File: src/sbus_frame_decoder_unit_macros.svh
// Assertion macros used by the frame decoder's unpack module.
`ifndef SBUS_FRAME_DECODER_UNIT_MACROS_SVH
`define SBUS_FRAME_DECODER_UNIT_MACROS_SVH

// Antecedent implies consequent in the same cycle.
`define SBUSFD_ASSERT_IMP(name, clk, rst_n, ante, cons, msg) \
  name: assert property (@(posedge clk) disable iff (!rst_n) (ante) |-> (cons)) \
    else $error(msg);

// Antecedent implies consequent in the following cycle.
`define SBUSFD_ASSERT_NXT(name, clk, rst_n, ante, cons, msg) \
  name: assert property (@(posedge clk) disable iff (!rst_n) (ante) |=> (cons)) \
    else $error(msg);

`endif

File: src/sbusfd_pkg.sv
package sbusfd_pkg;

  localparam int FrameBytes = 25;
  localparam int StoreBits  = 8 * (FrameBytes - 1);
  localparam int FlagsLsb   = 8 * (FrameBytes - 2);
  localparam int ChanLsb    = 8;
  localparam int PosW       = 5;
  localparam int ChanW      = 11;
  localparam int AmtW       = 8;
  localparam int IdxW       = 5;
  localparam int LinkW      = 2;
  localparam int NumProp    = 16;
  localparam int NumChan    = 18;

  localparam logic [7:0] HeaderByte = 8'h0F;
  localparam logic [7:0] FooterByte = 8'h00;

  localparam logic [ChanW-1:0] ThrReset = 11'd992;
  localparam logic [AmtW-1:0]  AmtReset = 8'd128;

  typedef enum logic [LinkW-1:0] {
    LINK_OK       = 2'd0,
    LINK_LOST     = 2'd1,
    LINK_FAILSAFE = 2'd2
  } link_e;

  typedef enum logic {
    REG_THRESHOLD = 1'b0,
    REG_AMOUNT    = 1'b1
  } reg_e;

  // Status from the frame store towards the unpacker.
  typedef struct packed {
    logic       ok;
    logic [1:0] link_flags;
    logic       bit_lo;
    logic       bit_hi;
  } col_t;

endpackage

File: src/sbus_frame_decoder_unit.sv
// Frame decoder for a serial radio-control link carrying sixteen proportional channels.
// Input channel: one received byte per transaction, with frame_start_i high on the first
// byte after an idle gap. A frame is 25 bytes; bytes beyond the 25th are ignored until the
// next start mark, and a start mark in mid-frame restarts collection.
// On the 25th byte a frame with the correct header and footer produces 18 output
// transactions: channels 0 to 15 in order, then the two digital channels, the last marked
// by last_of_frame_o. A frame with a bad header or footer produces nothing.
// Channels are extracted one bit per cycle from the frame shift register, subject to the
// output stall described below; each proportional result is registered in the output once
// all eleven bits of its channel have been shifted in.
// Input bytes are accepted while in_stall_o is low; in_stall_o is high while a frame is being unpacked.
// A stall on the output holds the current result; extraction of the next one stops at its last bit.
// Reset clears the control state and returns the registers to threshold 992, amount 128;
// the decoder then waits for a start mark. Registers are at byte addresses 0 and 4.
module sbus_frame_decoder_unit (
  input  logic                             clk_i,
  input  logic                             rst_ni,
  input  logic                             psel,
  input  logic                             penable,
  input  logic                             pwrite,
  input  logic [2:0]                       paddr,
  input  logic [31:0]                      pwdata,
  output logic [31:0]                      prdata,
  output logic                             pready,
  input  logic                             in_valid_i,
  output logic                             in_stall_o,
  input  logic [7:0]                       rx_byte_i,
  input  logic                             frame_start_i,
  output logic                             out_valid_o,
  input  logic                             out_stall_i,
  output logic [sbusfd_pkg::IdxW-1:0]      channel_index_o,
  output logic [sbusfd_pkg::ChanW-1:0]     channel_value_o,
  output logic [sbusfd_pkg::LinkW-1:0]     link_status_o,
  output logic                             last_of_frame_o
);
  import sbusfd_pkg::*;

  logic [ChanW-1:0] thr_q;
  logic [AmtW-1:0]  amt_q;
  logic             cfg_wr;
  reg_e             reg_sel;
  logic             in_accept;
  logic             shift;
  logic             busy;
  col_t             col;

  assign pready  = 1'b1;
  assign cfg_wr  = psel && penable && pwrite && pready;
  assign reg_sel = reg_e'(paddr[2]);

  always_ff @(posedge clk_i or negedge rst_ni) begin
    if (!rst_ni) begin
      thr_q <= ThrReset;
      amt_q <= AmtReset;
    end else if (cfg_wr) begin
      case (reg_sel)
        REG_THRESHOLD: thr_q <= pwdata[ChanW-1:0];
        REG_AMOUNT:    amt_q <= pwdata[AmtW-1:0];
        default:       thr_q <= thr_q;
      endcase
    end
  end

  always_comb begin
    case (reg_sel)
      REG_THRESHOLD: prdata = 32'(thr_q);
      REG_AMOUNT:    prdata = 32'(amt_q);
      default:       prdata = '0;
    endcase
  end

  assign in_stall_o = busy;
  assign in_accept  = in_valid_i && !in_stall_o;

  sbusfd_collect u_collect (
    .clk_i         (clk_i),
    .rst_ni        (rst_ni),
    .in_accept_i   (in_accept),
    .rx_byte_i     (rx_byte_i),
    .frame_start_i (frame_start_i),
    .shift_i       (shift),
    .col_o         (col)
  );

  sbusfd_unpack u_unpack (
    .clk_i           (clk_i),
    .rst_ni          (rst_ni),
    .col_i           (col),
    .thr_i           (thr_q),
    .amt_i           (amt_q),
    .shift_o         (shift),
    .busy_o          (busy),
    .out_valid_o     (out_valid_o),
    .out_stall_i     (out_stall_i),
    .channel_index_o (channel_index_o),
    .channel_value_o (channel_value_o),
    .link_status_o   (link_status_o),
    .last_of_frame_o (last_of_frame_o)
  );

endmodule

File: src/sbusfd_collect.sv
module sbusfd_collect (
  input  logic                  clk_i,
  input  logic                  rst_ni,
  input  logic                  in_accept_i,
  input  logic [7:0]            rx_byte_i,
  input  logic                  frame_start_i,
  input  logic                  shift_i,
  output sbusfd_pkg::col_t      col_o
);
  import sbusfd_pkg::*;

  localparam logic [PosW-1:0] PosIdle = PosW'(FrameBytes);
  localparam logic [PosW-1:0] PosLast = PosW'(FrameBytes - 1);

  logic [PosW-1:0]      pos_q, pos_d, pos_eff;
  logic                 ok_q, ok_d;
  logic                 store_en;
  logic [StoreBits-1:0] frame_q;

  always_comb begin
    pos_eff  = frame_start_i ? '0 : pos_q;
    pos_d    = pos_q;
    ok_d     = 1'b0;
    store_en = 1'b0;
    if (in_accept_i && (pos_eff != PosIdle)) begin
      if (pos_eff == PosLast) begin
        pos_d = PosIdle;
        ok_d  = (frame_q[7:0] == HeaderByte) && (rx_byte_i == FooterByte);
      end else begin
        pos_d    = pos_eff + PosW'(1);
        store_en = 1'b1;
      end
    end
  end

  always_ff @(posedge clk_i or negedge rst_ni) begin
    if (!rst_ni) begin
      pos_q <= PosIdle;
      ok_q  <= 1'b0;
    end else begin
      pos_q <= pos_d;
      ok_q  <= ok_d;
    end
  end

  // Bytes enter at the top, so byte 0 sits at the bottom once the frame is complete.
  always_ff @(posedge clk_i) begin
    if (store_en) begin
      frame_q <= {rx_byte_i, frame_q[StoreBits-1:8]};
    end else if (shift_i) begin
      frame_q <= {1'b0, frame_q[StoreBits-1:1]};
    end
  end

  assign col_o.ok         = ok_q;
  assign col_o.link_flags = frame_q[FlagsLsb+3:FlagsLsb+2];
  assign col_o.bit_lo     = frame_q[ChanLsb];
  assign col_o.bit_hi     = frame_q[ChanLsb+1];

endmodule

File: src/sbusfd_unpack.sv
`include "sbus_frame_decoder_unit_macros.svh"

module sbusfd_unpack (
  input  logic                             clk_i,
  input  logic                             rst_ni,
  input  sbusfd_pkg::col_t                 col_i,
  input  logic [sbusfd_pkg::ChanW-1:0]     thr_i,
  input  logic [sbusfd_pkg::AmtW-1:0]      amt_i,
  output logic                             shift_o,
  output logic                             busy_o,
  output logic                             out_valid_o,
  input  logic                             out_stall_i,
  output logic [sbusfd_pkg::IdxW-1:0]      channel_index_o,
  output logic [sbusfd_pkg::ChanW-1:0]     channel_value_o,
  output logic [sbusfd_pkg::LinkW-1:0]     link_status_o,
  output logic                             last_of_frame_o
);
  import sbusfd_pkg::*;

  localparam int BitW = $clog2(ChanW);
  localparam logic [BitW-1:0] LastBit  = BitW'(ChanW - 1);
  localparam logic [IdxW-1:0] LastProp = IdxW'(NumProp - 1);
  localparam logic [IdxW-1:0] FirstDig = IdxW'(NumProp);
  localparam logic [IdxW-1:0] LastDig  = IdxW'(NumChan - 1);
  localparam logic [ChanW-1:0] ChanMax = '1;

  typedef enum logic [1:0] {
    ST_IDLE,
    ST_SHIFT,
    ST_DIGI
  } state_e;

  state_e           state_q;
  logic [BitW-1:0]  bit_q;
  logic [IdxW-1:0]  chan_q;
  logic [ChanW-1:0] acc_q, acc_d;
  link_e            link_q, link_d;
  logic             out_free;
  logic [ChanW:0]   sum;
  logic [ChanW-1:0] adj_val;

  logic             out_valid_q, out_valid_d;
  logic [IdxW-1:0]  out_index_q;
  logic [ChanW-1:0] out_value_q;
  link_e            out_link_q;
  logic             out_last_q;

  assign out_free = !out_valid_q || !out_stall_i;
  assign shift_o  = (state_q == ST_SHIFT) && ((bit_q != LastBit) || out_free);
  assign busy_o   = (state_q != ST_IDLE) || col_i.ok;
  assign acc_d    = {col_i.bit_lo, acc_q[ChanW-1:1]};

  assign out_valid_d = (shift_o && (bit_q == LastBit)) ||
                       ((state_q == ST_DIGI) && out_free) ||
                       (out_valid_q && out_stall_i);

  always_comb begin
    sum     = {1'b0, acc_d} + (ChanW+1)'(amt_i);
    adj_val = acc_d;
    if ((chan_q == '0) && (acc_d < thr_i)) begin
      adj_val = sum[ChanW] ? ChanMax : sum[ChanW-1:0];
    end
    if (col_i.link_flags[1]) begin
      link_d = LINK_FAILSAFE;
    end else if (col_i.link_flags[0]) begin
      link_d = LINK_LOST;
    end else begin
      link_d = LINK_OK;
    end
  end

  always_ff @(posedge clk_i or negedge rst_ni) begin
    if (!rst_ni) begin
      state_q     <= ST_IDLE;
      bit_q       <= '0;
      chan_q      <= '0;
      acc_q       <= '0;
      link_q      <= LINK_OK;
      out_valid_q <= 1'b0;
      out_index_q <= '0;
      out_value_q <= '0;
      out_link_q  <= LINK_OK;
      out_last_q  <= 1'b0;
    end else begin
      out_valid_q <= out_valid_d;
      case (state_q)
        ST_IDLE: begin
          if (col_i.ok) begin
            link_q  <= link_d;
            bit_q   <= '0;
            chan_q  <= '0;
            state_q <= ST_SHIFT;
          end
        end
        ST_SHIFT: begin
          if (shift_o) begin
            acc_q <= acc_d;
            if (bit_q == LastBit) begin
              bit_q       <= '0;
              out_index_q <= chan_q;
              out_value_q <= adj_val;
              out_link_q  <= link_q;
              out_last_q  <= 1'b0;
              chan_q      <= chan_q + IdxW'(1);
              if (chan_q == LastProp) begin
                state_q <= ST_DIGI;
              end
            end else begin
              bit_q <= bit_q + BitW'(1);
            end
          end
        end
        ST_DIGI: begin
          if (out_free) begin
            out_index_q <= chan_q;
            out_value_q <= ChanW'((chan_q == FirstDig) ? col_i.bit_lo : col_i.bit_hi);
            out_link_q  <= link_q;
            out_last_q  <= (chan_q == LastDig);
            chan_q      <= chan_q + IdxW'(1);
            if (chan_q == LastDig) begin
              state_q <= ST_IDLE;
            end
          end
        end
        default: begin
          state_q <= ST_IDLE;
        end
      endcase
    end
  end

  assign out_valid_o     = out_valid_q;
  assign channel_index_o = out_index_q;
  assign channel_value_o = out_value_q;
  assign link_status_o   = out_link_q;
  assign last_of_frame_o = out_last_q;

  `SBUSFD_ASSERT_IMP(a_ok_when_idle, clk_i, rst_ni, col_i.ok, state_q == ST_IDLE, "early frame")
  `SBUSFD_ASSERT_IMP(a_last_index, clk_i, rst_ni, out_last_q, out_index_q == LastDig, "bad last")
  `SBUSFD_ASSERT_IMP(a_digi, clk_i, rst_ni, state_q == ST_DIGI, chan_q >= FirstDig, "digi range")
  `SBUSFD_ASSERT_NXT(a_ok_starts, clk_i, rst_ni, col_i.ok, state_q == ST_SHIFT, "no start")

endmodule
File: config.mk
export PLATFORM = sky130hd
export DESIGN_NAME = sbus_frame_decoder_unit
export DESIGN_NICKNAME = d
export VERILOG_FILES = /design/src/sbusfd_pkg.sv /design/src/sbus_frame_decoder_unit.sv /design/src/sbusfd_collect.sv /design/src/sbusfd_unpack.sv
export VERILOG_INCLUDE_DIRS = /design/src /design/src/src
export SDC_FILE = /design/constraint.sdc
export NUM_CORES = 1
export LEC_CHECK = 0
export ABC_AREA = 1
export BUFFER_PORTS_ARGS = -buffer_cell sky130_fd_sc_hd__clkbuf_2
export CAP_MARGIN = 40
export CORE_MARGIN = 2
export CORE_UTILIZATION = 60
export CTS_BUF_LIST = sky130_fd_sc_hd__clkbuf_4 sky130_fd_sc_hd__clkbuf_8
export CTS_CLUSTER_DIAMETER = 200
export DETAILED_ROUTE_END_ITERATION = 8
export PLACE_DENSITY = 0.78
export SYNTH_ARGS = -nofsm -noshare
export SYNTH_HDL_FRONTEND = slang
export SYNTH_HIERARCHICAL = 1
export SYNTH_SLANG_ARGS = --single-unit
File: constraint.sdc
create_clock -name clk_i -period 9.85 [get_ports clk_i]
set_clock_uncertainty 0.05 [all_clocks]
set_input_delay 1.97 -clock clk_i [delete_from_list [all_inputs] [get_ports clk_i]]
set_output_delay 1.97 -clock clk_i [all_outputs]
set_load 0.02 [all_outputs]
# Yosys cells after proc, flatten, opt, wreduce, memory -nomap -nowiden
# Cells that the tools add are included.
[word_totals]
out_inout_bits = 54
inputBits = 51
reg_bits = 261
[op_classes]
eq_ne = 16
bitwise_logic = 1
addsub = 4
n_lt_le_gt_ge = 1
n_reduce_logical = 34
mux = 46
[ops]
columns = ["op", "n"]
rows = [
  ["two-way mux 192 bit", 2],
  ["one-hot mux 32 bit (2 select lines)", 1],
  ["two-way mux 11 bit", 5],
  ["two-way mux 5 bit", 9],
  ["one-hot mux 11 bit (2 select lines)", 1],
  ["two-way mux 2 bit", 10],
  ["equality test 5 bit, second input constant", 3],
  ["one-hot mux 5 bit (3 select lines)", 1],
  ["adder 11 x 8 -> 12 bit", 1],
  ["two-way mux 4 bit", 3],
  ["< comparator 11 bit", 1],
  ["adder 5 x 1 -> 5 bit, second input constant", 2],
  ["logical AND 1 bit", 10],
  ["one-hot mux 5 bit (2 select lines)", 1],
  ["two-way mux 1 bit", 9],
  ["equality test 8 x 4 -> 1 bit, second input constant", 1],
  ["logical NOT 8 bit", 1],
  ["inequality test 2 bit, second input constant", 4],
  ["one-hot mux 4 bit (2 select lines)", 1],
  ["AND reduction 2 bit", 4],
  ["nonzero test 2 bit", 4],
  ["one-hot mux 2 bit (3 select lines)", 1],
  ["AND reduction 6 bit", 1],
  ["equality test 5 x 4 -> 1 bit, second input constant", 1],
  ["other kinds (18)", 25],
]

# Depth between registers and ports, before layout
# Gate-level depths: netlist of run 1.
[logic_depth]
word_depth = 7
ltp_mapped = 13
mapped_depth_nobuf = 12

# Hierarchy
# The synthesis of run 1 kept the hierarchy.
[modules_own_cells]
columns = ["module", "instances", "area_each_um2", "cells_each", "seq_area_each_um2"]
rows = [
  ["sbusfd_collect", 1, 9048.7, 912, 5919.4],
  ["sbusfd_unpack", 1, 3015.4, 394, 1076.0],
  ["sbus_frame_decoder_unit", 1, 1101.1, 144, 483.0],
]

# Least setup slack after synthesis of run 1
# No wires, ideal clock.
[synth_timing]
path_type = "input to register"
startpoint = "input frame_start_i"
endpoint = "register u_collect.frame_q[0] (enable)"
setup_ns = 1.527
setup_slack_ns = 2.226
path_stages = 10
n_path_buf = 1
arrival_ns = 6.046
path_cell_list = "inv_2 -> nand2_1 -> inv_1 -> ha_1 -> inv_1 -> nor2_1 -> nand2_1 -> nand3_2 -> clkbuf_1 -> nand2_1"
[synth_between]
elab_chain_len = 5
word_cells_on_any_way = 7
classes_between = "2 x eq/ne; 3 x mux; 2 x reduce/logical"
[synth_lines]
columns = ["item", "line_no", "source"]
rows = [
  ["from (decl)", "sbus_frame_decoder_unit.sv:28", "input logic frame_start_i,"],
  ["two-way mux 5 bit (*)", "sbusfd_collect.sv:21", "pos_eff = frame_start_i ? '0 : pos_q;"],
  ["equality test 5 bit or inequality test 5 bit (tied branches)", "sbusfd_collect.sv:26, sbusfd_collect.sv:25", ""],
  ["two-way mux 1 bit or logical AND 1 bit (tied branches)", "sbusfd_collect.sv:26, sbusfd_collect.sv:25", ""],
  ["two-way mux 1 bit (*)", "sbusfd_collect.sv:25", "if (in_accept_i && (pos_eff != PosIdle)) begin"],
  ["nonzero test 2 bit (no source line) (*)", "n/a", ""],
  ["to (signal assigned)", "sbusfd_collect.sv:49", "frame_q <= {rx_byte_i, frame_q[StoreBits-1:8]};"],
  ["to (signal assigned)", "sbusfd_collect.sv:51", "frame_q <= {1'b0, frame_q[StoreBits-1:1]};"],
  ["to (decl)", "sbusfd_collect.sv:18", "logic [StoreBits-1:0] frame_q;"],
]
# Every way passes the cells marked *; elsewhere a longest branch is shown, timed or not.
# A chain may end at the register's enable or synchronous reset.

# Worst setup path after layout of run 1
[layout_timing]
startpoint = "input paddr[2]"
endpoint = "output prdata[7]"
[layout_between]
elab_chain_len = 2
[layout_lines]
columns = ["item", "line_no", "source"]
rows = [
  ["from (decl)", "sbus_frame_decoder_unit.sv:21", "input logic [2:0] paddr,"],
  ["inverter 1 bit (no source line)", "n/a", ""],
  ["one-hot mux 32 bit (2 select lines) (*)", "sbus_frame_decoder_unit.sv:65", "case (reg_sel)"],
  ["to (decl)", "sbus_frame_decoder_unit.sv:23", "output logic [31:0] prdata,"],
]
# Every way passes the cells marked *; elsewhere a longest branch is shown, timed or not. The select of a mux whose other input is x is not followed.

==> results of run 1 <==
final timing paths:
| check | startpoint | cells after the start | end | slack [ps] |
|---|---|---|---|---|
| max | paddr[2] | 5 | prdata[7] | 4840 |
| min | thr_q[6] | 2 | thr_q[6] | 420 |
| max reg2reg | u_unpack/state_q[0] | 13 | u_collect/frame_q[130] | 5950 |
| min reg2reg | thr_q[6] | 2 | thr_q[6] | 420 |
| max in group asynchronous | rst_ni | 3 | u_collect/pos_q[0] | 7970 |
| min in group asynchronous | rst_ni | 3 | u_unpack/channel_index_o[2] | 1470 |
cells by family (layout without fill, tap and decap cells):
kind of cell	count (synthesis)	count (layout)	share of synthesized area
other	2	22	0.0005704
DFF	260	260	0.5680
and+or+nand+nor	899	899	0.2928
AOI/OAI and AO/OA	62	62	0.02785
buffers and inverters	186	236	0.07346
xor gates and xnor gates	8	8	0.005322
adders and majority gates	33	33	0.03193
report_power, final:
part	internal, mW	switching [mW]
clock network	0.519	0.424
registers	2.00	0.317
logic	0.500	1.11
total	3.02	1.85
placed cells by master, fill, tap and decap left out, types with 26 or more instances in the layout:
cell type	netlist	layout
nand2_1	570	568
nand3_1	243	243
edfxtp_1	192	192
inv_1	81	81
dfrtp_1	59	59
clkbuf_2	0	58
clkbuf_8	0	50
nor2_1	42	42
ha_1	32	32
o21ai_0	26	26
synthesized netlist by cell type, types with 4 or more instances:
| library cell | count |
|---|---|
| nand4_1 | 12 |
| buf_4 | 47 |
| xor2_1 | 5 |
| ha_1 | 32 |
| o21ai_2 | 7 |
| o21ai_0 | 26 |
| inv_2 | 4 |
| clkbuf_1 | 4 |
| a21oi_1 | 19 |
| dfstp_2 | 9 |
| nor2_1 | 42 |
| dfrtp_1 | 59 |
| inv_1 | 81 |
| edfxtp_1 | 192 |
| buf_1 | 6 |
| nand2_2 | 16 |
| nor2_2 | 5 |
| nand2_1 | 570 |
| buf_2 | 40 |
| nor2_4 | 5 |
| nand3_1 | 243 |
sequential cells by signal (all words and copies together) (netlist names), 2 cells and up:
register / cells
amt_q: 8
thr_q: 11
u_collect/frame_q: 192
u_collect/pos_q: 5
u_unpack/acc_q: 10
u_unpack/bit_q: 4
u_unpack/chan_q: 5
u_unpack/channel_index_o: 5
u_unpack/channel_value_o: 11
u_unpack/link_q: 2
u_unpack/link_status_o: 2
u_unpack/state_q: 2
area by class of cell:
type	instances	area, µm²	area share
flip-flops and latches	260	7478	0.5211
multi-input cells	1024	4817	0.3357
clock buffers	65	800.8	0.05580
repair buffers	72	518.0	0.03610
well taps	280	350.3	0.02441
inverters	86	325.3	0.02267
clock inverters	13	60.06	0.004185
worst max-delay path: cells and delay by family:
family	cells	cell delay, ps
AND/OR/NAND/NOR	2	190
buffers and inverters	3	810
routing by layer:
metal,up-vias,track usage
met4,0,0.07477
met5,-,0
met2,276,0.3443
li1,4838,-
met3,45,0.04450
met1,4649,0.3149
metrics by stage:
stage / total power [mW] / std cells / worst slack, ps / utilization
global route: 5.238 / 1800 / 4765 / 0.6616
detailed placement: 3.935 / 1722 / 4845 / 0.6220
global placement: 3.841 / 1716 / 3507 / 0.6147
finish: 4.871 / 1800 / 4844 / 0.6616
floorplan: 3.621 / 1470 / 2226 / -
CTS: 4.904 / 1800 / 4847 / 0.6616
==> reports/results.txt, run 1 <==
Fmax = 199.8 MHz
EDFF count, synth = 192
CP max FO = 21
Cell area after synthesis = 0.01317 mm²
CP Cell Sequence = clkbuf_2, inv_2, nand2_1, nand2_1, clkbuf_2
CP max stage cell = inv_2
Ys Warns = 6
Routed WL per cell = 14.35 µm
Post-CTS Resized = 0
WL met3 = 1.511 mm
Largest cells by area after synthesis = edfxtp_1 44%, nand2_1 16%, dfrtp_1 11%
Worst VDD drop = 0.1837 mV
# DRC = 0
Startpoint types = input pin
Starting DRT DRC Count = 957
Top routing layer in use = met4
Slew headroom = 0.5402
Clock sinks = 260
Die area = 0.02314 mm²
Chip Height = 152.1 µm
Sum of negative setup slack = 0 ps
GRT Util Overall = 0.2213
First-pass DRT Iterations = 5
WP data required = 7830 ps
Tightest Pin Transition = 689.8 ps
Async S/R FF share, synth = 0.2615
Hold crit path type = reg2reg
Area growth, synth to finish = 9.000%
Fin. Hold Viols = 0
Clk root buf = clkbuf_8
Netlist cell types = 39
DRT antenna net count = 0
Initial antenna violation count = 0
Layout Nets = 1572
Max Cap Viol = 0
CTS tree = done
Area share of the largest cell type after synthesis = 0.4379
RSZ-0062 raised after global routing = no
Crit end category = primary output
Final period util = 0.5082
Post-synthesis sequential area ratio = 0.5680
Hold slack = 423.2 ps
DP Wirelength = 16.16 mm
IO buf count = 59
GP Congestion = 0.8878
Num rows = 54
Longest Clk Path Bufs = 3
Vias in the first global route = 9085
Met2 wire len = 12.18 mm
WS Path Type = in2out
Most used flip-flop cell after synthesis = edfxtp_1
Fillers = 1724
Cell count after synthesis = 1450
Post-CTS setup buffer count = 0
Final Critical Period = 5006 ps
Io pins = 105
Max incr delay on CP = 360 ps
Status = finished clean
Routed length on met1 = 11.57 mm
Synth Register Bits = 260
CTS buffer count = 44
Share of layout cells above drive strength 1 = 0.1289
Routed vias = 9808
Synth Area per Inst = 9.079 µm²
Setup violations, final = 0
WL final = 25.82 mm
Power density over the cells = 339.4 mW/mm²
Later-pin clock latency in the skew report = 550 ps
Vias per std cell = 5.449
Starting Density = 0.6070
Largest net degree at the start of global routing = 111
Die X = 152.1 µm
Final Max Slew Viols = 0
Data arrival, critical path = 2990 ps
DP Area = 0.01349 mm²
H-tree depth = 2
GR Overflow Total = 0
Dominant cell type by area after synthesis = edfxtp_1
Clk slew on worst S/H paths = 60 ps
Post-route cell area = 0.01435 mm²
First-pass GRT wire length = 43.19 mm
Core outline area = 0.02169 mm²
Leak = 6.810 nW
Ant diodes = 0
Post-CTS Hold Fix Bufs = 0
Power figures use the tool's default switching activity.
==> run 2: changes to the inputs <==
Settings changed: ABC_AREA 1 to 0.
Clock period 9.85 ns to 5.05 ns, I/O delays scaled along.
==> run 2 against run 1 <==
Total power increased by 91%. Sequential share of layout area increased by 2.7 points. Final cell count decreased by 33%. Critical path depth increased by 2. Routed wire length decreased by 22%. Count of clock-buffer cells in the layout increased by 2. Core utilization increased by 1.1 points. Largest cell class unchanged. Highest routed layer unchanged.
==> reports/results.txt, run 2 <==
Post-CTS setup buffer count = 0 (unchanged)
Fillers = 1474 (-15%)
DP Wirelength = 13.08 mm (-19%)
# DRC = 0 (unchanged)
Vias in the first global route = 6746 (-26%)
Hold crit path type = in2async
Netlist cell types = 58 (+49%)
Clock sinks = 260 (unchanged)
Later-pin clock latency in the skew report = 550 ps (about the same)
H-tree depth = 2 (unchanged)
Longest Clk Path Bufs = 3 (unchanged)
Most common cell after layout, fill and taps aside = mux2_2
Max Cap Viol = 0 (unchanged)
IO buf count = 59 (unchanged)
Internal power = 6.395 mW (+110%)
Logic pwr share = 0.318 (-0.012)
Die X = 148.1 µm (-2.7%)
First-pass DRT Iterations = 4 (-1)
Routed WL per cell = 16.72 µm (+17%)
CTS buffer count = 43 (-2.3%)
Largest cells by area after synthesis = edfxtp_1 46%, mux2_2 20%, dfrtp_1 12%
Cell count after synthesis = 844 (-42%)
Final period util = 0.6457
Data arrival, critical path = 3410 ps (+420 ps)
Chip Height = 148.1 µm (-2.7%)
Clk slew on worst S/H paths = 60 ps (about the same)
Ant diodes = 0 (unchanged)
CTS tree = done
Clk root buf = clkbuf_8
Most numerous cell in the Yosys netlist = mux2_2
Synth Register Bits = 260 (unchanged)
Leak = 5.500 nW (-19%)
Async S/R FF share, synth = 0.2615 (unchanged)
Die area = 0.02192 mm² (-5.3%)
CP max FO = 83 (+300%)
Final Critical Period = 3261 ps
RSZ-0062 raised after global routing = no
Startpoint types = flip-flop
Post-synthesis sequential area ratio = 0.6006 (+0.03260)
Core outline area = 0.02030 mm² (-6.4%)
Setup violations, final = 0 (unchanged)
Clock Power Share = 0.200 (+0.006)
Fin. Hold Viols = 0 (unchanged)
Largest register FFs = 192 (unchanged)
Sw power = 2.925 mW (+58%)
WS Path Type = reg2reg
Commonest cells post-synth = 216 x mux2_2, 192 x edfxtp_1, 60 x nand2_1
Commonest non-fill, non-tap cells in the layout = 216 x mux2_2, 192 x edfxtp_1, 60 x nand2_1
GP Congestion = 0.8673 (-2.3%)
Sum of negative setup slack = 0 ps (unchanged)
Area share of the largest cell type after synthesis = 0.4631 (+0.02513)
WP data required = 5200 ps (-2630 ps)
Status = finished clean
Io pins = 105 (unchanged)
GRT Util Overall = 0.1857 (-0.03557)
Num rows = 52 (-3.7%)
Tightest Pin Transition = 763.7 ps (+73.92 ps)
Biggest register = u_collect/frame_q
Area growth, synth to finish = 9.667%
Largest net degree at the start of global routing = 116 (+4.5%)
Post-layout util = 0.6726 (+0.01100)
Worst VDD drop = 0.3642 mV (+98%)
Starting DRT DRC Count = 392 (-59%)
Net Sw Frac = 0.3138 (-0.06550)
Cell area after synthesis = 0.01245 mm² (-5.4%)
Post-CTS Resized = 0 (unchanged)
First-pass GRT wire length = 32.62 mm (-24%)
Dominant cell type by area after synthesis = edfxtp_1
Vias per std cell = 5.551 (+1.9%)
Layout Nets = 998 (-37%)
Crit end category = flip-flop
Fmax = 306.7 MHz
Final Max Slew Viols = 0 (unchanged)
Starting Density = 0.6134 (+0.006335)
GR Overflow Total = 0 (unchanged)
Share of layout cells above drive strength 1 = 0.4034 (+0.2744)
Initial antenna violation count = 0 (unchanged)
Seq pwr share = 0.482 (+0.005)
Slew headroom = 0.4898 (-0.05033)
EDFF count, synth = 192 (unchanged)
Power density over the cells = 682.6 mW/mm² (+100%)
Most used flip-flop cell after synthesis = edfxtp_1
Synth Area per Inst = 14.75 µm² (+62%)
Post-CTS Hold Fix Bufs = 0 (unchanged)
WL final = 20.27 mm (-22%)
Routed vias = 6728 (-31%)
DRT antenna net count = 0 (unchanged)
Ys Warns = 6 (unchanged)
==> run 2: per-layer routing <==
metal	share of wire	global-route usage	routed length (µm)	vias up
li1	-	-	-	3239
met1	0.46	0.2522	9257	3328
met2	0.49	0.3023	9874	124
met3	0.036	0.04018	737	37
met4	0.020	0.06048	399	0
met5	0	0	0	-
==> run 2: cells by family (layout without fill, tap and decap cells) <==
group	Yosys count	in the layout	share of synthesized area
DFF	260	260	0.6006
muxes	229	229	0.2098
and+or+nand+nor	142	142	0.05829
buffers and inverters	89	167	0.04793
AOI/OAI and AO/OA	82	82	0.04402
adders and majority gates	33	33	0.03377
xor gates and xnor gates	7	7	0.004924
other	2	22	0.0006032
==> run 2: area by class of cell <==
cell class | instances | area (µm²) | share of cell area
clock buffer | 67 | 809.5 | 0.05929
clock inverter | 6 | 67.56 | 0.004948
multi-input combinational | 515 | 4458 | 0.3265
sequential | 260 | 7478 | 0.5477
timing repair buffer | 66 | 397.9 | 0.02914
tap | 270 | 337.8 | 0.02474
inverter | 28 | 105.1 | 0.007697
==> run 2: final timing paths <==
path	endpoint	depth (start not counted)	slack, ps	startpoint
min reg2reg	u_unpack/link_q[0]	2	430	u_unpack/link_q[0]
max in group asynchronous	u_collect/pos_q[0]	2	3560	rst_ni
min in group clk_i	u_unpack/link_q[0]	2	430	u_unpack/link_q[0]
max	u_collect/frame_q[139]	7	1790	u_unpack/state_q[0]
min	u_unpack/channel_value_o[4]	1	420	rst_ni
max reg2reg	u_collect/frame_q[139]	7	1790	u_unpack/state_q[0]
==> run 2: worst max-delay path, cell delays in order (launching register included) <==
cell and delay, ps:
dfrtp_1 410, inv_1 110, ha_1 210, nand2b_1 150, nor2b_1 640, o41ai_4 300
nand2b_4 550, buf_12 450
==> run 2: stage by stage <==
stage | instance area (µm²) | hold WS [ps] | power [mW] | std cells | worst slack (ps)
final | 13650 | 422.9 | 9.320 | 1212 | 1789
after global routing | 13650 | 441.1 | 9.910 | 1212 | 1549
after CTS | 13650 | 409.6 | 9.428 | 1212 | 1794
after detailed placement | 12780 | 422.5 | 7.500 | 1139 | 1450
after global placement | 12780 | 412.3 | 7.378 | 1139 | 1456
after floorplan | 12530 | 396.0 | 6.848 | 864 | 190.0
==> run 2: power groups by stage <==
| stage | Combinational, mW | Sequential, mW | Clock (mW) |
|---|---|---|---|
| floorplan | 2.47 | 4.38 | 0 |
| CTS | 2.99 | 4.51 | 1.93 |
| global route | 3.26 | 4.63 | 2.02 |
| global placement | 2.89 | 4.49 | 0 |
| detailed placement | 2.96 | 4.54 | 0 |
| finish | 2.96 | 4.49 | 1.86 |
==> run 3: changes to the inputs <==
Clock period 5.05 ns to 3.09 ns, I/O delays scaled along.
==> run 3 against run 2 <==
Core utilization grew 0.88 points. Final cell count grew 1.5%. Die area unchanged. Flip-flop and latch count is the same. Largest cell class unchanged.
==> reports/results.txt, run 3 (synthesis results as in run 2) <==
CP max stage cell = dfrtp_1
Final Total Pwr = 15.28 mW (+64%)
Area growth, synth to finish = 11.10%
Reg2reg end = u_collect/frame_q[168]
Longest Clk Path Bufs = 3 (unchanged)
DRT antenna net count = 0 (unchanged)
Crit end category = flip-flop
Final Max Slew Viols = 0 (unchanged)
CP Cell Sequence = inv_1, ha_1, nand2b_2, nor2b_1, o41ai_4, buf_4, nand2b_4, buf_12
Fin. Hold Viols = 0 (unchanged)
Chip Height = 148.1 µm (unchanged)
Final Critical Period = 2657 ps (-604.0 ps)
IO buf count = 59 (unchanged)
Most common cell after layout, fill and taps aside = mux2_2
R2R Setup Slk = 430 ps (-1360 ps)
Die X = 148.1 µm (unchanged)
Biggest register = u_collect/frame_q
Initial antenna violation count = 0 (unchanged)
Slew headroom = 0.5633 (+0.07350)
Crit path buffers/inverters = 3 (+1)
Area of the multi-input gates = 0.004493 mm² (+0.79%)
Cell family contributing the most delay on the critical path = buffers and inverters
Ant diodes = 0 (unchanged)
Post-layout util = 0.6815 (+0.008815)
Clk root buf = clkbuf_8
Largest net degree at the start of global routing = 81 (-30%)
Max Cap Viol = 0 (unchanged)
Commonest non-fill, non-tap cells in the layout = 216 x mux2_2, 192 x edfxtp_1, 60 x nand2_1
Max incr delay on CP = 410 ps (-230 ps)
Io pins = 105 (unchanged)
Hold slack = 265.6 ps (-157.3 ps)
Fillers = 1436 (-2.6%)
Tightest Pin Transition = 652.6 ps (-111.1 ps)
Starting Density = 0.6134 (unchanged)
Leak = 5.582 nW (+1.5%)
First-pass DRT Iterations = 4 (unchanged)
PnR worst setup slack = 433.2 ps (-1356 ps)
Min-delay src = pwdata[9]
DP Area = 0.01298 mm² (+1.6%)
Crit Reg-Reg Startpoint = u_unpack/state_q[0]
Clock sinks = 260 (unchanged)
First-pass GRT wire length = 34.07 mm (+4.4%)
WL final = 20.66 mm (+1.9%)
Fmax = 376.4 MHz (+23%)
CTS tree = done
Share of layout cells above drive strength 1 = 0.4135 (+0.01014)
Core outline area = 0.02030 mm² (unchanged)
Later-pin clock latency in the skew report = 550 ps (about the same)
WHS Endpoint = thr_q[9]
Data arrival, critical path = 2800 ps (-610 ps)
Post-CTS Resized = 0 (unchanged)
GRT Util Overall = 0.1935 (+0.007748)
Startpoint types = flip-flop
Routed vias = 6792 (+0.95%)
Routed WL per cell = 16.80 µm (+0.45%)
Status = finished clean
Power density over the cells = 1104 mW/mm² (+62%)
GP Congestion = 0.9248 (+6.6%)
Layout Nets = 1010 (+1.2%)
Sequential cell area = 0.007478 mm² (unchanged)
CP max FO = 80 (-3.6%)
Setup violations, final = 0 (unchanged)
Clk slew on worst S/H paths = 60 ps (about the same)
Placed Cells = 1150 (+0.97%)
CTS buffer count = 43 (unchanged)
Post-route cell area = 0.01383 mm² (+1.3%)
H-tree depth = 2 (unchanged)
Worst R2R Path Depth = 8 (+1)
RSZ-0062 raised after global routing = no
WS Path Type = reg2reg
Vias in the first global route = 6965 (+3.2%)
Die area = 0.02192 mm² (unchanged)
Num rows = 52 (unchanged)
Sum of negative setup slack = 0 ps (unchanged)
Hold crit path type = in2reg
Final period util = 0.8598 (+0.2141)
GR Overflow Total = 0 (unchanged)
Stages on the worst setup path = 8 (+1)
Vias per std cell = 5.522 (-0.53%)
Post-CTS setup buffer count = 0 (unchanged)
DP Wirelength = 13.58 mm (+3.8%)
WP data required = 3230 ps (-1970 ps)
Largest register FFs = 192 (unchanged)
# DRC = 0 (unchanged)
Worst VDD drop = 0.5089 mV (+40%)
Starting DRT DRC Count = 394 (+0.51%)
Worst slack at placement = 249.0 ps (-1201 ps)
Non-filler instance count after layout = 1230 (+1.5%)
Hold Path Stages = 2
run 3: worst max-delay path by stage:
stage | startpoint | slack, ps | to
5_1_grt | u_unpack/state_q[1] | 210 | u_collect/frame_q[173]
6_report | u_unpack/state_q[0] | 430 | u_collect/frame_q[168]
2_1_floorplan | frame_start_i | -300 | u_collect/frame_q[0]
3_5_place_dp | frame_start_i | 250 | u_collect/frame_q[14]
3_3_place_gp | frame_start_i | 280 | u_collect/frame_q[84]
4_1_cts | u_unpack/state_q[1] | 420 | u_collect/frame_q[162]
run 3: cell type report:
class | instances | share of cell area
Sequential cell | 260 | 0.5406
Multi-Input combinational cell | 515 | 0.3248
Clock buffer | 63 | 0.05544
Timing Repair Buffer | 78 | 0.04143
Tap cell | 270 | 0.02442
Inverter | 28 | 0.007779
Clock inverter | 16 | 0.005517
run 3: where the power goes:
group          switching, mW  internal [mW]  leakage [nW]
clock network           1.31           1.60         0.452
logic                   2.50           2.52          2.36
registers               1.03           6.32          2.77
total                   4.84           10.4          5.58
run 3: worst register-to-register path, cell delays in order, from the launching register on:
cell and delay, ps:
dfrtp_1 410, inv_1 110, ha_1 230, nand2b_2 120, nor2b_1 300, o41ai_4 180, buf_4 240, nand2b_4 230
buf_12 400
run 3: routing by layer:
metal  GRT usage  up-vias  share of wire  wire length, µm
met5           0        -              0                0
met4     0.07429        0          0.024              503
met3     0.03620       37          0.038              791
met2      0.3199      134           0.49            10100
met1      0.2571     3339           0.45             9271
li1            -     3282              -                -
run 3: what timing repair did:
item,CTS,global route
hold buffers,1,0
endpoints found under the hold margin,9,0
endpoints found under the setup margin,0,0
